## config.mk

```make
export PLATFORM = sky130hd
export DESIGN_NAME = modular_exponentiation
export DESIGN_NICKNAME = d
export VERILOG_FILES = /design/src/design/mexp_pkg.sv /design/src/design/mexp_modmul.sv /design/src/design/modular_exponentiation.sv
export SDC_FILE = /design/constraint.sdc
export NUM_CORES = 2
export LEC_CHECK = 0
export BUFFER_PORTS_ARGS = -buffer_cell sky130_fd_sc_hd__buf_4
export CORE_UTILIZATION = 53
export CTS_CLUSTER_DIAMETER = 100
export DETAILED_ROUTE_END_ITERATION = 16
export PLACE_DENSITY = 0.78
export SYNTH_ARGS = -nofsm -noshare
export SYNTH_HDL_FRONTEND = slang
export SYNTH_SLANG_ARGS = --single-unit
```

## constraint.sdc

```tcl
create_clock -name clk_i -period 15.8 [get_ports clk_i]
set_input_delay 2.37 -clock clk_i [delete_from_list [all_inputs] [get_ports clk_i]]
set_output_delay 2.37 -clock clk_i [all_outputs]
set_load 0.03 [all_outputs]
```

## src/design/mexp_pkg.sv

```systemverilog
// Shared constants and types for the modular exponentiation block.
`default_nettype none

package mexp_pkg;

  // Width of a residue modulo the prime.
  localparam int unsigned ValW = 30;
  // Default exponent width.
  localparam int unsigned ExpWidth = 63;

  // The prime modulus and its double, used by the final correction step.
  localparam logic [ValW-1:0] Modulus      = 30'd1000000007;
  localparam logic [ValW+1:0] TwiceModulus = 32'd2000000014;

  // Barrett constant floor(2^60 / p), which fits in 31 bits.
  localparam logic [63:0]   MuFull    = 64'h1000_0000_0000_0000 / 64'd1000000007;
  localparam logic [ValW:0] BarrettMu = MuFull[ValW:0];

  // Destination of a multiplier result: the running square or the accumulator.
  typedef enum logic {
    TAG_SQ,
    TAG_ACC
  } mexp_tag_e;

  // Control that travels alongside an operation through the multiplier.
  typedef struct packed {
    logic      valid;
    mexp_tag_e tag;
  } mexp_op_t;

  typedef enum logic [2:0] {
    ST_IDLE,
    ST_BIT,
    ST_MUL,
    ST_WAIT,
    ST_DONE
  } mexp_state_e;

endpackage

`default_nettype wire

```

## src/design/mexp_modmul.sv

```systemverilog
// Four-stage pipelined modular multiplier with Barrett reduction.
`default_nettype none

module mexp_modmul (
  input  wire logic                            clk_i,
  input  wire logic                            rst_ni,
  input  wire mexp_pkg::mexp_op_t              op_i,
  input  wire logic [mexp_pkg::ValW-1:0]       a_i,
  input  wire logic [mexp_pkg::ValW-1:0]       b_i,
  output mexp_pkg::mexp_op_t                   res_o,
  output logic [mexp_pkg::ValW-1:0]            res_val_o
);

  localparam int unsigned W  = mexp_pkg::ValW;
  localparam int unsigned PW = 2 * W;

  logic [3:0]              vld_q;
  mexp_pkg::mexp_tag_e     tag_q [4];

  logic [PW-1:0]           prod_q;
  logic [PW+1:0]           est_q;
  logic [W+1:0]            xlo_q;
  logic [W+1:0]            rem_q;
  logic [W-1:0]            res_q;

  logic [PW+1:0]           est_d;
  logic [PW:0]             qp;
  logic [W:0]              quo;
  logic [W-1:0]            res_d;

  // Estimate of the quotient from the upper product bits.
  assign est_d = {{(W+1){1'b0}}, prod_q[PW-1:W-1]} * {{(W+1){1'b0}}, mexp_pkg::BarrettMu};
  assign quo   = est_q[PW+1:W+1];
  assign qp    = {{W{1'b0}}, quo} * {{(W+1){1'b0}}, mexp_pkg::Modulus};

  // The estimate is at most two short, so the remainder is below 3p.
  always_comb begin
    if (rem_q >= mexp_pkg::TwiceModulus) begin
      res_d = W'(rem_q - mexp_pkg::TwiceModulus);
    end else if (rem_q >= {2'b00, mexp_pkg::Modulus}) begin
      res_d = W'(rem_q - {2'b00, mexp_pkg::Modulus});
    end else begin
      res_d = rem_q[W-1:0];
    end
  end

  always_ff @(posedge clk_i or negedge rst_ni) begin
    if (!rst_ni) begin
      vld_q <= '0;
    end else begin
      vld_q <= {vld_q[2:0], op_i.valid};
    end
  end

  always_ff @(posedge clk_i) begin
    tag_q[0] <= op_i.tag;
    tag_q[1] <= tag_q[0];
    tag_q[2] <= tag_q[1];
    tag_q[3] <= tag_q[2];
    prod_q   <= {{W{1'b0}}, a_i} * {{W{1'b0}}, b_i};
    est_q    <= est_d;
    xlo_q    <= prod_q[W+1:0];
    rem_q    <= xlo_q - qp[W+1:0];
    res_q    <= res_d;
  end

  assign res_o.valid = vld_q[3];
  assign res_o.tag   = tag_q[3];
  assign res_val_o   = res_q;

endmodule

`default_nettype wire

```

## src/design/modular_exponentiation.sv

```systemverilog
// Top level: right-to-left square-and-multiply exponentiation modulo 1000000007.
// Per exponent bit the sequencer issues a square and, when the bit is set, an accumulator
// multiply, then waits for the last of them to return from the four-stage multiplier.
// One item at a time: the next item is accepted only after the result has moved into the
// output register.
// Reset (rst_ni, asynchronous, active low) clears the sequencer and all valid flags only.
`default_nettype none

module modular_exponentiation #(
  parameter int unsigned ExpW = mexp_pkg::ExpWidth
) (
  input  wire logic                  clk_i,
  input  wire logic                  rst_ni,
  // Input item stream.
  input  wire logic                  s_axis_tvalid_i,
  output logic                       s_axis_tready_o,
  // Bits from low up: base (30), exponent (ExpW), zero padding to whole bytes.
  input  wire logic [((mexp_pkg::ValW+ExpW+7)/8)*8-1:0] s_axis_tdata_i,
  // Result item stream.
  output logic                       m_axis_tvalid_o,
  input  wire logic                  m_axis_tready_i,
  // Bits from low up: power (30), zero padding to whole bytes.
  output logic [((mexp_pkg::ValW+7)/8)*8-1:0]           m_axis_tdata_o
);

  localparam int unsigned W      = mexp_pkg::ValW;
  localparam int unsigned MDataW = ((W + 7) / 8) * 8;

  mexp_pkg::mexp_state_e state_q, state_d;

  // Running square, accumulator and the not yet scanned exponent bits.
  logic [W-1:0]    sq_q, sq_d;
  logic [W-1:0]    acc_q, acc_d;
  logic [ExpW-1:0] exp_q, exp_d;
  // Set when the current bit also issued an accumulator multiply.
  logic            mul_q, mul_d;

  // Output register, which lets a finished result wait for the consumer.
  logic            m_valid_q, m_valid_d;
  logic [W-1:0]    m_data_q, m_data_d;

  mexp_pkg::mexp_op_t op;
  mexp_pkg::mexp_op_t res;
  logic [W-1:0]       op_a;
  logic [W-1:0]       res_val;

  logic [W-1:0]       base_in;
  logic [W-1:0]       base_red;

  assign base_in  = s_axis_tdata_i[W-1:0];
  // A 30-bit base is below 2p, so one conditional subtraction reduces it.
  assign base_red = (base_in >= mexp_pkg::Modulus) ? (base_in - mexp_pkg::Modulus) : base_in;

  // The square uses sq*sq; the accumulator update uses acc*sq.
  assign op_a = (op.tag == mexp_pkg::TAG_ACC) ? acc_q : sq_q;

  mexp_modmul u_modmul (
    .clk_i     (clk_i),
    .rst_ni    (rst_ni),
    .op_i      (op),
    .a_i       (op_a),
    .b_i       (sq_q),
    .res_o     (res),
    .res_val_o (res_val)
  );

  always_comb begin
    state_d         = state_q;
    sq_d            = sq_q;
    acc_d           = acc_q;
    exp_d           = exp_q;
    mul_d           = mul_q;
    op.valid        = 1'b0;
    op.tag          = mexp_pkg::TAG_SQ;
    s_axis_tready_o = 1'b0;
    m_valid_d       = m_valid_q && !m_axis_tready_i;
    m_data_d        = m_data_q;

    // Multiplier results land in the register named by their tag.
    if (res.valid) begin
      if (res.tag == mexp_pkg::TAG_SQ) begin
        sq_d = res_val;
      end else begin
        acc_d = res_val;
      end
    end

    case (state_q)
      mexp_pkg::ST_IDLE: begin
        s_axis_tready_o = 1'b1;
        if (s_axis_tvalid_i) begin
          sq_d    = base_red;
          acc_d   = W'(1);
          exp_d   = s_axis_tdata_i[W+ExpW-1:W];
          state_d = mexp_pkg::ST_BIT;
        end
      end
      mexp_pkg::ST_BIT: begin
        if (exp_q == '0) begin
          state_d = mexp_pkg::ST_DONE;
        end else begin
          // Square now; a set bit also multiplies the accumulator by the old square.
          op.valid = 1'b1;
          op.tag   = mexp_pkg::TAG_SQ;
          mul_d    = exp_q[0];
          exp_d    = exp_q >> 1;
          state_d  = exp_q[0] ? mexp_pkg::ST_MUL : mexp_pkg::ST_WAIT;
        end
      end
      mexp_pkg::ST_MUL: begin
        // The square has not returned yet, so sq_q still holds the old square.
        op.valid = 1'b1;
        op.tag   = mexp_pkg::TAG_ACC;
        state_d  = mexp_pkg::ST_WAIT;
      end
      mexp_pkg::ST_WAIT: begin
        // The last operation issued for this bit closes it.
        if (res.valid &&
            (res.tag == (mul_q ? mexp_pkg::TAG_ACC : mexp_pkg::TAG_SQ))) begin
          state_d = mexp_pkg::ST_BIT;
        end
      end
      mexp_pkg::ST_DONE: begin
        if (!m_valid_q || m_axis_tready_i) begin
          m_valid_d = 1'b1;
          m_data_d  = acc_q;
          state_d   = mexp_pkg::ST_IDLE;
        end
      end
      default: begin
        state_d = mexp_pkg::ST_IDLE;
      end
    endcase
  end

  always_ff @(posedge clk_i or negedge rst_ni) begin
    if (!rst_ni) begin
      state_q   <= mexp_pkg::ST_IDLE;
      m_valid_q <= 1'b0;
    end else begin
      state_q   <= state_d;
      m_valid_q <= m_valid_d;
    end
  end

  always_ff @(posedge clk_i) begin
    sq_q     <= sq_d;
    acc_q    <= acc_d;
    exp_q    <= exp_d;
    mul_q    <= mul_d;
    m_data_q <= m_data_d;
  end

  assign m_axis_tvalid_o = m_valid_q;
  assign m_axis_tdata_o  = MDataW'(m_data_q);

  // A delivered result is always a fully reduced residue.
  assert property (@(posedge clk_i) disable iff (!rst_ni)
    m_axis_tvalid_o |-> (m_data_q < mexp_pkg::Modulus))
    else $error("result not reduced below the modulus");

  // Multiplier results only come back while the sequencer waits for them.
  assert property (@(posedge clk_i) disable iff (!rst_ni)
    res.valid |-> (state_q == mexp_pkg::ST_WAIT))
    else $error("multiplier result outside the wait state");

  // Operands of the multiplier are reduced whenever the sequencer scans a bit.
  assert property (@(posedge clk_i) disable iff (!rst_ni)
    (state_q == mexp_pkg::ST_BIT) |-> (sq_q < mexp_pkg::Modulus && acc_q < mexp_pkg::Modulus))
    else $error("operand not reduced");

  // Each scanned bit drops exactly one exponent bit.
  assert property (@(posedge clk_i) disable iff (!rst_ni)
    (state_q == mexp_pkg::ST_BIT && exp_q != '0) |=> (exp_q == ($past(exp_q) >> 1)))
    else $error("exponent not shifted by one bit");

endmodule

`default_nettype wire
```

== Word level (Yosys, flattened, before mapping) ==
Memories as Yosys holds them, arrays and structs flattened.
Index checks and enable logic that the tools add are counted.
Operators by class
  multiply operators: 3
  muxes and demuxes: 27
  eq/ne operators: 9
  order comparisons: 3
  reductions and logical operators: 12
  $add $sub $neg: 4
  bitwise gates (word level): 1
Operators with widths (count)
  2-to-1 mux 30 bit: 12
  2-to-1 mux 63 bit: 2
  one-hot mux 63 bit (2 select lines): 1
  subtractor 30 bit, second input constant: 3
  zero test 63 bit: 1
  multiplier 30 x 30 -> 60 bit: 1
  multiplier 31 x 28 -> 59 bit, second input constant: 1
  greater-or-equal comparator 32 x 30 -> 1 bit, second input constant: 1
  greater-or-equal comparator 32 x 31 -> 1 bit, second input constant: 1
  multiplier 31 x 30 -> 32 bit, second input constant: 1
  subtractor 32 bit: 1
  greater-or-equal comparator 30 bit, second input constant: 1
  one-hot mux 3 bit (5 select lines): 1
  2-to-1 mux 3 bit: 4
  inequality test 2 bit, second input constant: 4
  equality test 3 x 2 -> 1 bit, second input constant: 2
  AND reduction 3 bit: 2
  2-to-1 mux 1 bit: 5
  one-hot mux 2 bit (2 select lines): 1
  AND reduction 2 bit: 2
  equality test 3 x 1 -> 1 bit, second input constant: 1
  equality test 3 bit, second input constant: 1
  zero test 3 bit: 1
  logical AND 1 bit: 2
  other kinds (6): 7
Storage, ports and cells
  RAM bits: 4
  input bits: 100
  flip-flop bits (word level): 375
  word-level logic and storage cells: 73
  output and inout port bits: 34
  memories: 1
Memory list
  u_modmul.tag_q: depth 4, bits a word 1, rd ports 4, clocked after Yosys merged registers in 0, wr ports 4, line mexp_modmul.sv:18  | mexp_pkg::mexp_tag_e tag_q [4];

== Depth between registers and ports, before layout ==
  depth after elaboration: 5
  gate-level depth with buffers: 37
  depth with buffers taken out: 33

== Modules after synthesis ==
A second synthesis with hierarchy kept.
Unflattened totals
  cells, all modules: 6476
  area, all modules: 63656.1 µm²
Modules (own cells, without submodules)
  mexp_modmul: cells each 5853, times used 1, sequential area each 3883.7 µm², area an instance 56301.5 µm²
  modular_exponentiation: cells each 623, times used 1, sequential area each 4124.0 µm², area an instance 7354.6 µm²

== Worst setup path after synthesis ==
No wires, ideal clock.
  path kind: reg-to-reg
  start: reg state_q[0]
  end: reg u_modmul.prod_q[51]
  library setup time: 62 ps
  stages on the path, launching flop included: 37
  buffers on the path: 5
  data arrival time: 8724 ps
  clock period less this slack: 8786 ps
  slack: 7014 ps
  data required time: 15738 ps
  path through: dfrtp_1 > clkbuf_1 > or3_1 > clkbuf_1 > inv_1 > clkbuf_1 > nand2_1 > nand2_1 > clkbuf_1 > clkbuf_1 > nand2_1 > fa_1 > inv_1 > fa_1 > inv_1 > fa_1 > inv_1 > fa_1 > inv_1 > fa_1 > inv_1 > fa_1 > fa_1 > inv_1 > fa_1 > inv_1 > ha_1 > a21oi_1 > o211ai_1 > a2111oi_0 > o21ai_1 > a21oi_1 > o31ai_1 > o311a_1 > o21ai_1 > or4b_1 > nand3_1
On the way
  word-level cells in the longest chain between the ends: 4
  elaborated cells between the ends (all ways): 5
  those cells by class: mul (1); eq/ne (2); mux (2)
Ends and longest elaborated chain
  start: declaration: line modular_exponentiation.sv:29  | mexp_pkg::mexp_state_e state_q, state_d;
  start signal: assignment: line modular_exponentiation.sv:138  | state_q <= mexp_pkg::ST_IDLE;
  start signal: assignment: line modular_exponentiation.sv:141  | state_q <= state_d;
  equality test 3 x 2 -> 1 bit or equality test 3 x 1 -> 1 bit (tied branches): line modular_exponentiation.sv:88  | case (state_q)
  one-hot mux 2 bit (2 select lines) (*): line modular_exponentiation.sv:88
  2-to-1 mux 30 bit (*): line modular_exponentiation.sv:55  | assign op_a = (op.tag == mexp_pkg::TAG_ACC) ? acc_q : sq_q;
  multiplier 30 x 30 -> 60 bit (*): line mexp_modmul.sv:60  | prod_q <= {{W{1'b0}}, a_i} * {{W{1'b0}}, b_i};
  end signal: assignment: line mexp_modmul.sv:60
  end: declaration: line mexp_modmul.sv:20  | logic [PW-1:0] prod_q;
Mark *: on every way between the ends. The rest lies on a longest branch, timed or not.
A chain may end at the register's enable or synchronous reset.

== Worst setup path in the final report ==
  start: reg state_q[1]
  end: reg u_modmul.prod_q[52]
The elaborated chain is that of the path after synthesis.

==> flow_summary.json <==
{
  "hold_viol_final": 0,
  "hold_class": "reg -> reg",
  "drt_iter0_markers": 2927,
  "cts_tree": "yes",
  "cts.clk_slew.worst_paths_ns": 0.07,
  "hpwl_um": 130000,
  "drive_gt1_share_pct": 5.53,
  "cts_hold_buf": 0,
  "postSynthCellCount": 6543,
  "cpPeakStageDelay_ns": 0.84,
  "path_class": "reg -> reg",
  "areaGrowthSynthToFinish_pct": 6.22,
  "post_drt_wl_per_cell_um": 19.6,
  "grt_pass1_wl_um": 258000,
  "cp_max_fo": 31,
  "dieArea_mm2": 0.121,
  "io_pins": 134,
  "gr-total-overflow": 0,
  "grt_pass1_vias": 48000,
  "cp_common_cell": "inv_1",
  "synth-edff-count": 94,
  "slowest_stage": "or3_2",
  "portBuffers": 128,
  "cts_buffers": 40,
  "clk_latency_ns": 0.64,
  "relSlewSlack_pct": 10.1,
  "fp.dieH_um": 348,
  "gp_congestion": 0.953,
  "clk_path_buf_depth": 3,
  "min_period_ns": 10.73,
  "cts_resized": 0,
  "die_width_um": 348,
  "final_cell_mix": "inv_1, fa_1, ha_1, nand2_1, and2_1",
  "tightest_slew_ns": 1.35,
  "antenna_found_initial": 3,
  "regArea_mm2": 0.00801,
  "synth_top_flop_cell": "dfxtp_1",
  "drc": 0,
  "required_ns": 16.26,
  "fin_tns_setup_ns": 0,
  "fin_nets": 8675,
  "via_per_inst": 5.43,
  "synthArstFlopShare_pct": 2.28,
  "grt.total_usage_pct": 27.3,
  "yosysSeqAreaShare_pct": 12.6,
  "cts-root-buf": "clkbuf_16",
  "crit_arrival_ns": 11.19,
  "slew_viol_final": 0,
  "n_fill_cell": 9916,
  "vias": 44300,
  "final_common_cell": "inv_1",
  "start_kind": "flip-flop",
  "min_period_over_period_pct": 67.9,
  "syn_area_mm2": 0.0636,
  "avgSynthCellArea_um2": 9.71,
  "core-area_mm2": 0.118,
  "crit_path_end_kind": "flip-flop",
  "cts-htree-levels": 2,
  "status": "completed",
  "postCtsSetupBuffers": 0,
  "start_util_pct": 53.7,
  "ant_nets": 0,
  "multiInputGateArea_mm2": 0.0486,
  "ys.warnings.count": 0,
  "fin_util_pct": 57.0,
  "wirelength_um": 160000,
  "rows": 126,
  "setup_violations": 0,
  "clock_sinks": 351,
  "synth_cell_types": 87,
  "first_pass_iters": 6,
  "max_freq_ghz": 0.0932,
  "ys_seq_elements": 351,
  "rsz0062_at_grt": "no",
  "grt_max_degree": 88,
  "max_cap_viol_count": 0,
  "finClkSkew_ns": 0.0656
}
-- sequential cells by signal, indices dropped and copies added (netlist names) --
register,cells
state_q,3
m_data_q,30
sq_q,30
u_modmul.prod_q,60
mul_q,1
u_modmul.rem_q,32
u_modmul.est_q,31
u_modmul.tag_q,4
u_modmul.vld_q,4
u_modmul.xlo_q,32
u_modmul.res_val_o,30
m_axis_tvalid_o,1
acc_q,30
exp_q,63
-- cells by family (layout without fill, tap and decap cells) --
kind of cell             count (synthesis)  count (layout)  share of synthesized area, %
XOR/XNOR                               203             203                          2.80
multiplexers                            71              71                          1.24
AND/OR/NAND/NOR                       1455            1455                          11.5
other                                    1               3                       0.00590
adder cells (fa/ha/maj)               2047            2047                          55.2
AO/OA/AOI/OAI                          564             564                          5.69
flip-flops                             351             351                          12.6
buffers and inverters                 1851            1868                          11.0
-- synthesized netlist by cell type (14+ instances only) --
library cell  instances  share of area [%]
nor4_1               19               0.19
nand3_1              33               0.26
a21oi_1             191                1.5
and2_1              514                5.1
ha_1                785                 15
nor2b_1              40               0.39
nand2_1             616                3.6
nand4_1              28               0.28
xnor2_1             145                2.0
clkbuf_1            241                1.4
inv_1              1591                9.4
fa_1               1261                 40
edfxtp_1             94                4.4
o21ai_0              89               0.70
o211ai_1             14               0.17
o21a_1               32               0.38
mux2_2               64                1.1
nand2b_1             18               0.18
nor3_1               32               0.25
nor2_1              102               0.60
dfxtp_1             249                7.8
xor2_1               58               0.80
a31oi_1              28               0.28
a21o_1               63               0.74
a211oi_1             40               0.47
-- metal layers --
layer  vias up  wire [µm]  track usage, %
met3       297      13800            5.51
li1      19800          -               -
met2      1733      76200            45.4
met1     22500      63500            35.5
met5         -         27               0
met4         4       6160            9.39
-- worst max-delay path: cells and delay by family (launching register included) --
kind / cells / cell delay, ns
XOR/XNOR: 1 / 0.17
flip-flops: 1 / 0.43
adder cells (fa/ha/maj): 9 / 4.28
buffers and inverters: 11 / 1.41
AO/OA/AOI/OAI: 8 / 2.28
AND/OR/NAND/NOR: 5 / 1.94
-- cell type report --
cell class,instances,share of cell area [%]
Timing Repair Buffer,203,2.26
Inverter,1591,8.85
Sequential cell,351,11.9
Clock inverter,22,0.450
Antenna cell,1,0.00371
Tap cell,1600,2.97
Clock buffer,52,1.63
Multi-Input combinational cell,4342,72.0
-- path summary, 6_finish.rpt --
check                               startpoint             endpoint  slack [ns]  depth (start not counted)
hold / removal             u_modmul.prod_q[17]   u_modmul.xlo_q[17]        0.26                          0
max in group asynchronous               rst_ni      m_axis_tvalid_o       14.14                          1
setup / recovery                    state_q[1]  u_modmul.prod_q[52]        5.07                         34
setup reg to reg                    state_q[1]  u_modmul.prod_q[52]        5.07                         34
min in group asynchronous               rst_ni    u_modmul.vld_q[0]        1.54                          1
hold reg to reg            u_modmul.prod_q[17]   u_modmul.xlo_q[17]        0.26                          0
-- through the flow --
step	setup slack (ns)	hold slack (ns)	instance area (µm²)	instances
2_1_floorplan	7.01	0.310	63600	6544
3_3_place_gp	5.40	0.312	66100	8087
3_5_place_dp	5.27	0.312	66100	8087
4_1_cts	5.17	0.252	67500	8161
5_1_grt	4.62	0.263	67500	8161
6_report	5.07	0.261	67500	8162
Power is left out: the tool's default activity adds up to more than one toggle a clock period on the data nets, which glitch-free logic cannot reach.
